==> config.mk <==
export PLATFORM = sky130hd
export DESIGN_NAME = mtfc_cell
export DESIGN_NICKNAME = d
export VERILOG_FILES = /design/src/rtl/mtfc_pkg.sv /design/src/rtl/mtfc_cell.sv
export SDC_FILE = /design/constraint.sdc
export NUM_CORES = 1
export LEC_CHECK = 0
export BUFFER_PORTS_ARGS = -buffer_cell sky130_fd_sc_hd__buf_2
export CORE_MARGIN = 4
export CORE_UTILIZATION = 37
export CTS_CLUSTER_SIZE = 10
export DETAILED_ROUTE_END_ITERATION = 10
export PLACE_DENSITY = 0.81
export SLEW_MARGIN = 20
export SYNTH_ARGS = -nofsm -noshare
export SYNTH_HDL_FRONTEND = slang
export SYNTH_SLANG_ARGS = --single-unit
export TNS_END_PERCENT = 1
==> constraint.sdc <==
create_clock -name clk_i -period 1.7 [get_ports clk_i]
set_input_delay 0.255 -clock clk_i [delete_from_list [all_inputs] [get_ports clk_i]]
set_output_delay 0.255 -clock clk_i [all_outputs]
set_load 0.02 [all_outputs]
==> src/rtl/mtfc_pkg.sv <==
// Package for the move-to-front codec: mode codes, controller states and
// the control group that the top level hands to every table cell.
// Has no dependencies.
`timescale 1ns / 1ps

package mtfc_pkg;

  typedef enum logic {
    MODE_ENCODE = 1'b0,
    MODE_DECODE = 1'b1
  } mtfc_mode_e;

  typedef enum logic [1:0] {
    ST_IDLE,
    ST_REDUCE,
    ST_MOVE
  } mtfc_state_e;

  // Fan-in of one level of the result tree, as a power of two.
  localparam int unsigned FANIN_BITS = 4;

  typedef struct packed {
    logic restart;  // load the identity order
    logic move;     // take the neighbor's entry when at or before the position
  } mtfc_cell_ctrl_t;

endpackage

==> src/rtl/mtfc_cell.sv <==
// One table cell: holds the entry at a fixed position, compares the entry
// (encoding) or the position (decoding) against the current key and shifts
// in its neighbor's entry on a move. Depends on mtfc_pkg.
`timescale 1ns / 1ps

module mtfc_cell #(
  parameter int unsigned SYMBOL_BITS = 8,
  parameter int unsigned POSITION    = 0
) (
  input  logic                         clk_i,
  input  logic                         rst_ni,
  input  mtfc_pkg::mtfc_cell_ctrl_t    ctrl_i,
  input  mtfc_pkg::mtfc_mode_e         mode_i,
  input  logic [SYMBOL_BITS-1:0]       key_i,
  input  logic [SYMBOL_BITS-1:0]       pos_i,
  input  logic [SYMBOL_BITS-1:0]       prev_i,
  output logic [SYMBOL_BITS-1:0]       entry_o,
  output logic                         hit_o,
  output logic [SYMBOL_BITS-1:0]       contrib_o
);
  import mtfc_pkg::*;

  localparam logic [SYMBOL_BITS-1:0] PosV = SYMBOL_BITS'(POSITION);

  logic [SYMBOL_BITS-1:0] entry_q;
  logic [SYMBOL_BITS-1:0] entry_d;

  // Encoding looks for the cell holding the key; decoding addresses the cell.
  always_comb begin
    if (mode_i == MODE_DECODE) begin
      hit_o     = (PosV == key_i);
      contrib_o = hit_o ? entry_q : '0;
    end else begin
      hit_o     = (entry_q == key_i);
      contrib_o = hit_o ? PosV : '0;
    end
  end

  always_comb begin
    entry_d = entry_q;
    priority if (ctrl_i.restart) begin
      entry_d = PosV;
    end else if (ctrl_i.move && (PosV <= pos_i)) begin
      entry_d = prev_i;
    end
  end

  always_ff @(posedge clk_i or negedge rst_ni) begin
    if (!rst_ni) begin
      entry_q <= PosV;
    end else begin
      entry_q <= entry_d;
    end
  end

  assign entry_o = entry_q;

endmodule

==> metrics, run 1 <==
CTS tree=built; GP Congestion=about 0.69; unrepaired setup endpoints after global routing=true; die span in y=44.5 µm; DP HPWL=between 1 and 1.5 mm; DR iter-0 viols=4; Setup TNS Final=0 ns; Yosys cell types=12; vias post-DR=487; largest net degree at the start of global routing=10; Synth area leaders=dfrtp_1 (41%), mux2i_1 (16%), xor2_1 (14%); Post-Route WL=1.36 mm; final std cells w/o fill=~110; drt drc=0; Initial Utilization=42.0%; Fin. Hold Viols=0; Period minus WS final=1.64 ns; worst min path class=input pin to flip-flop; max-cap violation count=0; DIE WIDTH=around 44 µm; Worst setup EP type=primary output; sequential share of power=a little under half; CP max FO=3; Rows=12; Tot GR Track Use=roughly 15%; Post-Place Setup Slack=~0.11 ns; Max-Slew Margin vs Limit=84.8%; highest achievable clock rate=approximately 600 MHz; Int Power=0.334 mW; crit path launch type=flip-flop; gr ovfl total=0; Slew Limit Fails=0; VDD IR max=between 400 and 500 µV; antenna violations before repair=0; most frequent cell after synthesis=nor2_1; Synth area leader=dfrtp_1; top cells by count, synth=nor2_1 (9), and2_1 (8), dfrtp_1 (8), mux2i_1 (8), xor2_1 (8); area growth from synthesis to layout=50.9%; actual transition at the worst max-transition pin=about 0.23 ns; top-area cell type share of the netlist area=between 40% and 50%; Post-synth EDFFs=0; WL per Instance=approximately 13 µm; diode count=0; Antenna Violating Nets Remaining=0; switching power total=between 0.1 and 0.15 mW; Post-synth ARST share=between 90% and 100%; Setup WS post-layout=0.0607 ns; clock share of power=between 30 and 40%; setup-violating endpoint count in the final report=0; Fillers=110; share of cells above drive strength 1=49.5%; I/O pin cnt=46; first-pass GRT wire length=between 2 and 2.5 mm; Syn. warnings=0; Gate power share=23.2%; sw frac=28.1%; status=completed; Worst Path Required=roughly 1.4 ns; first drt pass iteration count=4; Vias/cell=4.64; synthesized flop and latch total=8; Crit Path Class=flip-flop to primary output; fin nets=between 100 and 150; fin crit share=between 90 and 100%; CTS H-Tree Depth=1; root buffer cell=clkbuf_4; number of flip-flops in the largest register=8; Port Buf Inserts=37; TritonCTS Buffers=3; Avg Cell Area, Syn=9.83 µm²; ys flop type=dfrtp_1; sequential share of the synthesized area=about two fifths; Pleak=~0.45 nW; Cells after Synth=50; placed cell count=98; worst path arrival time=around 1.4 ns; pwr dens=around 630 nW/µm²; WHS=around 0.25 ns; vias in the first global route=a little under 500; net count after synthesis=79; clock transition at the registers of the reported paths=~0.060 ns; clock skew=0 ns; Mapped Area=492 µm²; clock buffer depth=2; core region area=1170 µm²; die area=1980 µm²; Clock Sinks=8; clk_lat worst skew=between 0.2 and 0.25 ns
-- power groups by stage --
| stage | combinational (mW) | clock [mW] | sequential, mW |
|---|---|---|---|
| after floorplan | 0.0390 | 0 | 0.228 |
| after global placement | 0.0950 | 0 | 0.217 |
| after detailed placement | 0.0981 | 0 | 0.218 |
| after CTS | 0.100 | 0.146 | 0.215 |
| after global routing | 0.119 | 0.159 | 0.215 |
| final | 0.108 | 0.143 | 0.213 |
-- path summary, 6_finish.rpt --
check	end	from	slack (ns)	cells past startpoint
max in group asynchronous	entry_o[7]$_DFFE_PN0P_	rst_ni	1.15	2
min in group asynchronous	entry_o[6]$_DFFE_PN0P_	rst_ni	0.37	2
worst min-delay path	entry_o[6]$_DFFE_PN0P_	prev_i[6]	0.25	3
worst max-delay path	hit_o	entry_o[5]$_DFFE_PN0P_	0.06	4
worst max register to register	entry_o[3]$_DFFE_PN0P_	entry_o[3]$_DFFE_PN0P_	0.85	3
worst min register to register	entry_o[7]$_DFFE_PN0P_	entry_o[7]$_DFFE_PN0P_	0.59	2
-- layout make-up --
| cell class | instances | area (µm²) | share of cell area [%] |
|---|---|---|---|
| clock buffer | 3 | 22.5 | 3.04 |
| sequential | 8 | 200 | 27.0 |
| tap | 14 | 17.5 | 2.36 |
| multi-input combinational | 39 | 282 | 37.9 |
| timing repair buffer | 41 | 220 | 29.7 |
-- metrics by stage --
step                instance area, µm²  total power [mW]  utilization [%]
floorplan                          492             0.267                -
global placement                   678             0.312             57.9
detailed placement                 678             0.316             57.9
CTS                                711             0.461             60.7
global route                       742             0.493             63.4
finish                             742             0.464             63.4
-- critical path: stages (launching register included) --
cell and delay [ns]:
dfrtp_1 0.40, xor2_1 0.15, nor4_1 0.27, a31o_1 0.18
buf_4 0.14
-- routing by layer --
layer	wire [µm]	vias up	global-route usage, %
met1	536	218	16.5
met4	0	0	5.42
met3	105	0	3.66
li1	-	249	-
met5	0	-	0
met2	714	20	26.2
-- cell families after synthesis --
group,after synthesis,share of synthesized area (%)
simple gates,22,23.7
xor+xnor,8,14.2
mux,8,16.3
flops,8,40.7
buf+inv,3,3.31
compound gates,1,1.78
-- timing repair --
action,CTS,global route
setup buffers,0,3
gates resized for setup,0,3
endpoints found under the hold margin,8,0
setup endpoints to repair,0,2
hold buffers,1,0
-- cells in the final DEF (no fill, tap or decap) --
cell type,n
xor2_1,8
nor4_1,2
nor3_2,1
buf_2,36
clkbuf_4,3
mux2i_1,8
and4b_2,1
nor2_1,9
dfrtp_1,8
a31o_1,1
and2_1,8
buf_4,4
dlygate4sd3_1,1
nor3_1,1
Note: power is estimated with default switching activity, not from simulation.
==> run 2: changes to the inputs <==
--- a/config.mk
+++ b/config.mk
@@ -10,7 +10,7 @@
 export CORE_UTILIZATION = 37
 export CTS_CLUSTER_SIZE = 10
 export DETAILED_ROUTE_END_ITERATION = 10
-export PLACE_DENSITY = 0.81
+export PLACE_DENSITY = 0.9
 export SLEW_MARGIN = 20
 export SYNTH_ARGS = -nofsm -noshare
 export SYNTH_HDL_FRONTEND = slang
==> metrics, run 2 (synthesis results as in run 1) <==
status=completed; worst path arrival time=1.44 ns (+0.06 ns); most frequent cells in the layout=buf_2 (36), nor2_1 (9); Fin. Hold Viols=0 (unchanged); worst-path cell chain=xor2_1, nor4_1, a31o_1, buf_6; core region area=1170 µm² (unchanged); antenna violations before repair=0 (unchanged); Buffers & Inverters on Critical Path=1 (unchanged); Worst Path Required=1.44 ns (about the same); clk_lat worst skew=0.24 ns (about the same); Worst setup EP type=primary output; first-pass GRT wire length=2.06 mm (-2.9%); clock buffer depth=2 (unchanged); multi-input logic area=275 µm² (-2.2%); clock skew=0 ns (unchanged); die area=1980 µm² (unchanged); pwr dens=617 nW/µm² (-1.4%); root buffer cell=clkbuf_4; vias in the first global route=494 (+1.0%); TritonCTS Buffers=3 (unchanged); WHS=0.254 ns (+0.00851 ns); sw frac=26.9% (-1.1 points); Initial Utilization=42.0% (unchanged); die span in y=44.5 µm (unchanged); diode count=0 (unchanged); Antenna Violating Nets Remaining=0 (unchanged); highest achievable clock rate=592 MHz (-3.0%); max-cap violation count=0 (unchanged); DR iter-0 viols=5 (+1); setup-violating endpoint count in the final report=0 (unchanged); Crit Path Class=flip-flop to primary output; Fillers=98 (-11%); largest net degree at the start of global routing=10 (unchanged); number of flip-flops in the largest register=8 (unchanged); Top delay family on crit path=flip-flops; fin util=63.1% (-0.21 points); placed cell count=98 (unchanged); fin nets=122 (unchanged); Critical-path top delay cell=dfrtp_1; CP peak stage delay=0.39 ns (about the same); GR met2 Demand/Resource=21.8% (-4.4 points); clock share of power=30.1% (-0.7 points); final std cells w/o fill=105 (unchanged); CP max FO=2 (-1); drt drc=0 (unchanged); VDD IR max=333 µV (-17%); Final Cell Area=739 µm² (-0.34%); DIE WIDTH=44.5 µm (unchanged); Gate power share=23.5% (+0.3 points); GR met1 Demand/Resource=17.8% (+1.3 points); switching power total=0.123 mW (-5.7%); worst min path class=input pin to flip-flop; actual transition at the worst max-transition pin=0.288 ns (+0.0618 ns); fin crit share=99.4% (+3.0 points); sequential share of power=46.5% (+0.5 points); Slew Limit Fails=0 (unchanged); CTS H-Tree Depth=1 (unchanged); Int Power=0.333 mW (-0.18%); crit path launch type=flip-flop; CTS tree=built; gr ovfl total=0 (unchanged); unrepaired setup endpoints after global routing=true; Tot GR Track Use=14.3% (-0.32 points); met3 Usage GRT=4.88% (+1.2 points); register area=200 µm² (unchanged); share of cells above drive strength 1=47.3% (-2.2 points); Post-Route WL=1.24 mm (-8.5%); DP HPWL=1.04 mm (-8.4%); area growth from synthesis to layout=50.4%; Max-Slew Margin vs Limit=80.6% (-4.2 points); vias post-DR=497 (+2.1%); Setup TNS Final=0 ns (unchanged); WL per Instance=11.8 µm (-8.5%); clock transition at the registers of the reported paths=0.05 ns (about the same); Vias/cell=4.73 (+2.1%); r2r setup slk=0.86 ns (about the same); I/O pin cnt=46 (unchanged); Rows=12 (unchanged); Port Buf Inserts=37 (unchanged); Period minus WS final=1.69 ns (+0.0510 ns); Pleak=0.450 nW (about the same); most common cell after layout, fill and taps aside=buf_2; first drt pass iteration count=2 (-2); placed cell areas=678 µm² (unchanged); GP Congestion=0.786 (+15%); most used routing layer=met2; Clock Sinks=8 (unchanged)
==> run 2: cell count changes in the layout (fill, tap and decap cells not counted) <==
cell / delta
and4b_2: -1
buf_6: +1
buf_4: -1
nor3_2: -1
nor3_1: +1
and4b_1: +1
==> run 2: path summary, 6_finish.rpt <==
check,startpoint,end,cells past startpoint
setup / recovery,entry_o[7]$_DFFE_PN0P_,hit_o,4
hold / removal,prev_i[0],entry_o[0]$_DFFE_PN0P_,3
min in group asynchronous,rst_ni,entry_o[3]$_DFFE_PN0P_,2
max in group asynchronous,rst_ni,entry_o[2]$_DFFE_PN0P_,2
hold reg to reg,entry_o[1]$_DFFE_PN0P_,entry_o[1]$_DFFE_PN0P_,2
setup reg to reg,entry_o[5]$_DFFE_PN0P_,entry_o[5]$_DFFE_PN0P_,3
==> run 2: worst min-delay path: cells and delay by family <==
kind                   cells  cell delay [ns]
multiplexers               1             0.06
buffers and inverters      1             0.08
AND/OR/NAND/NOR            1             0.07
==> run 2: cell type report <==
class / count / area share [%]
Timing Repair Buffer: 41 / 30.3
Clock buffer: 3 / 3.05
Tap cell: 14 / 2.37
Sequential cell: 8 / 27.1
Multi-Input combinational cell: 39 / 37.2
==> run 2: stage by stage <==
stage                     power [mW]  worst slack (ns)
after detailed placement       0.315             0.113
after floorplan                0.267             0.279
final                          0.456           0.00971
after CTS                      0.463          -0.00118
after global routing           0.485           -0.0191
after global placement         0.312             0.137
==> run 2: power by group through the flow <==
stage | logic (mW) | clock network, mW | registers (mW)
6_report | 0.107 | 0.137 | 0.212
5_1_grt | 0.119 | 0.153 | 0.214
4_1_cts | 0.106 | 0.144 | 0.212
3_5_place_dp | 0.0987 | 0 | 0.217
3_3_place_gp | 0.0961 | 0 | 0.216
2_1_floorplan | 0.0390 | 0 | 0.228
==> run 2: metal layers <==
metal	up-vias	wire length, µm
li1	250	-
met1	220	526
met2	27	546
met3	0	168
met4	0	0
met5	-	0
==> run 2: timing repair <==
item / CTS / global route
setup buffers: 2 / 1
pin swaps: 1 / 2
endpoints found under the setup margin: 1 / 1
gates resized for setup: 2 / 0
hold buffers: 1 / 0
hold endpoints to repair: 8 / 0
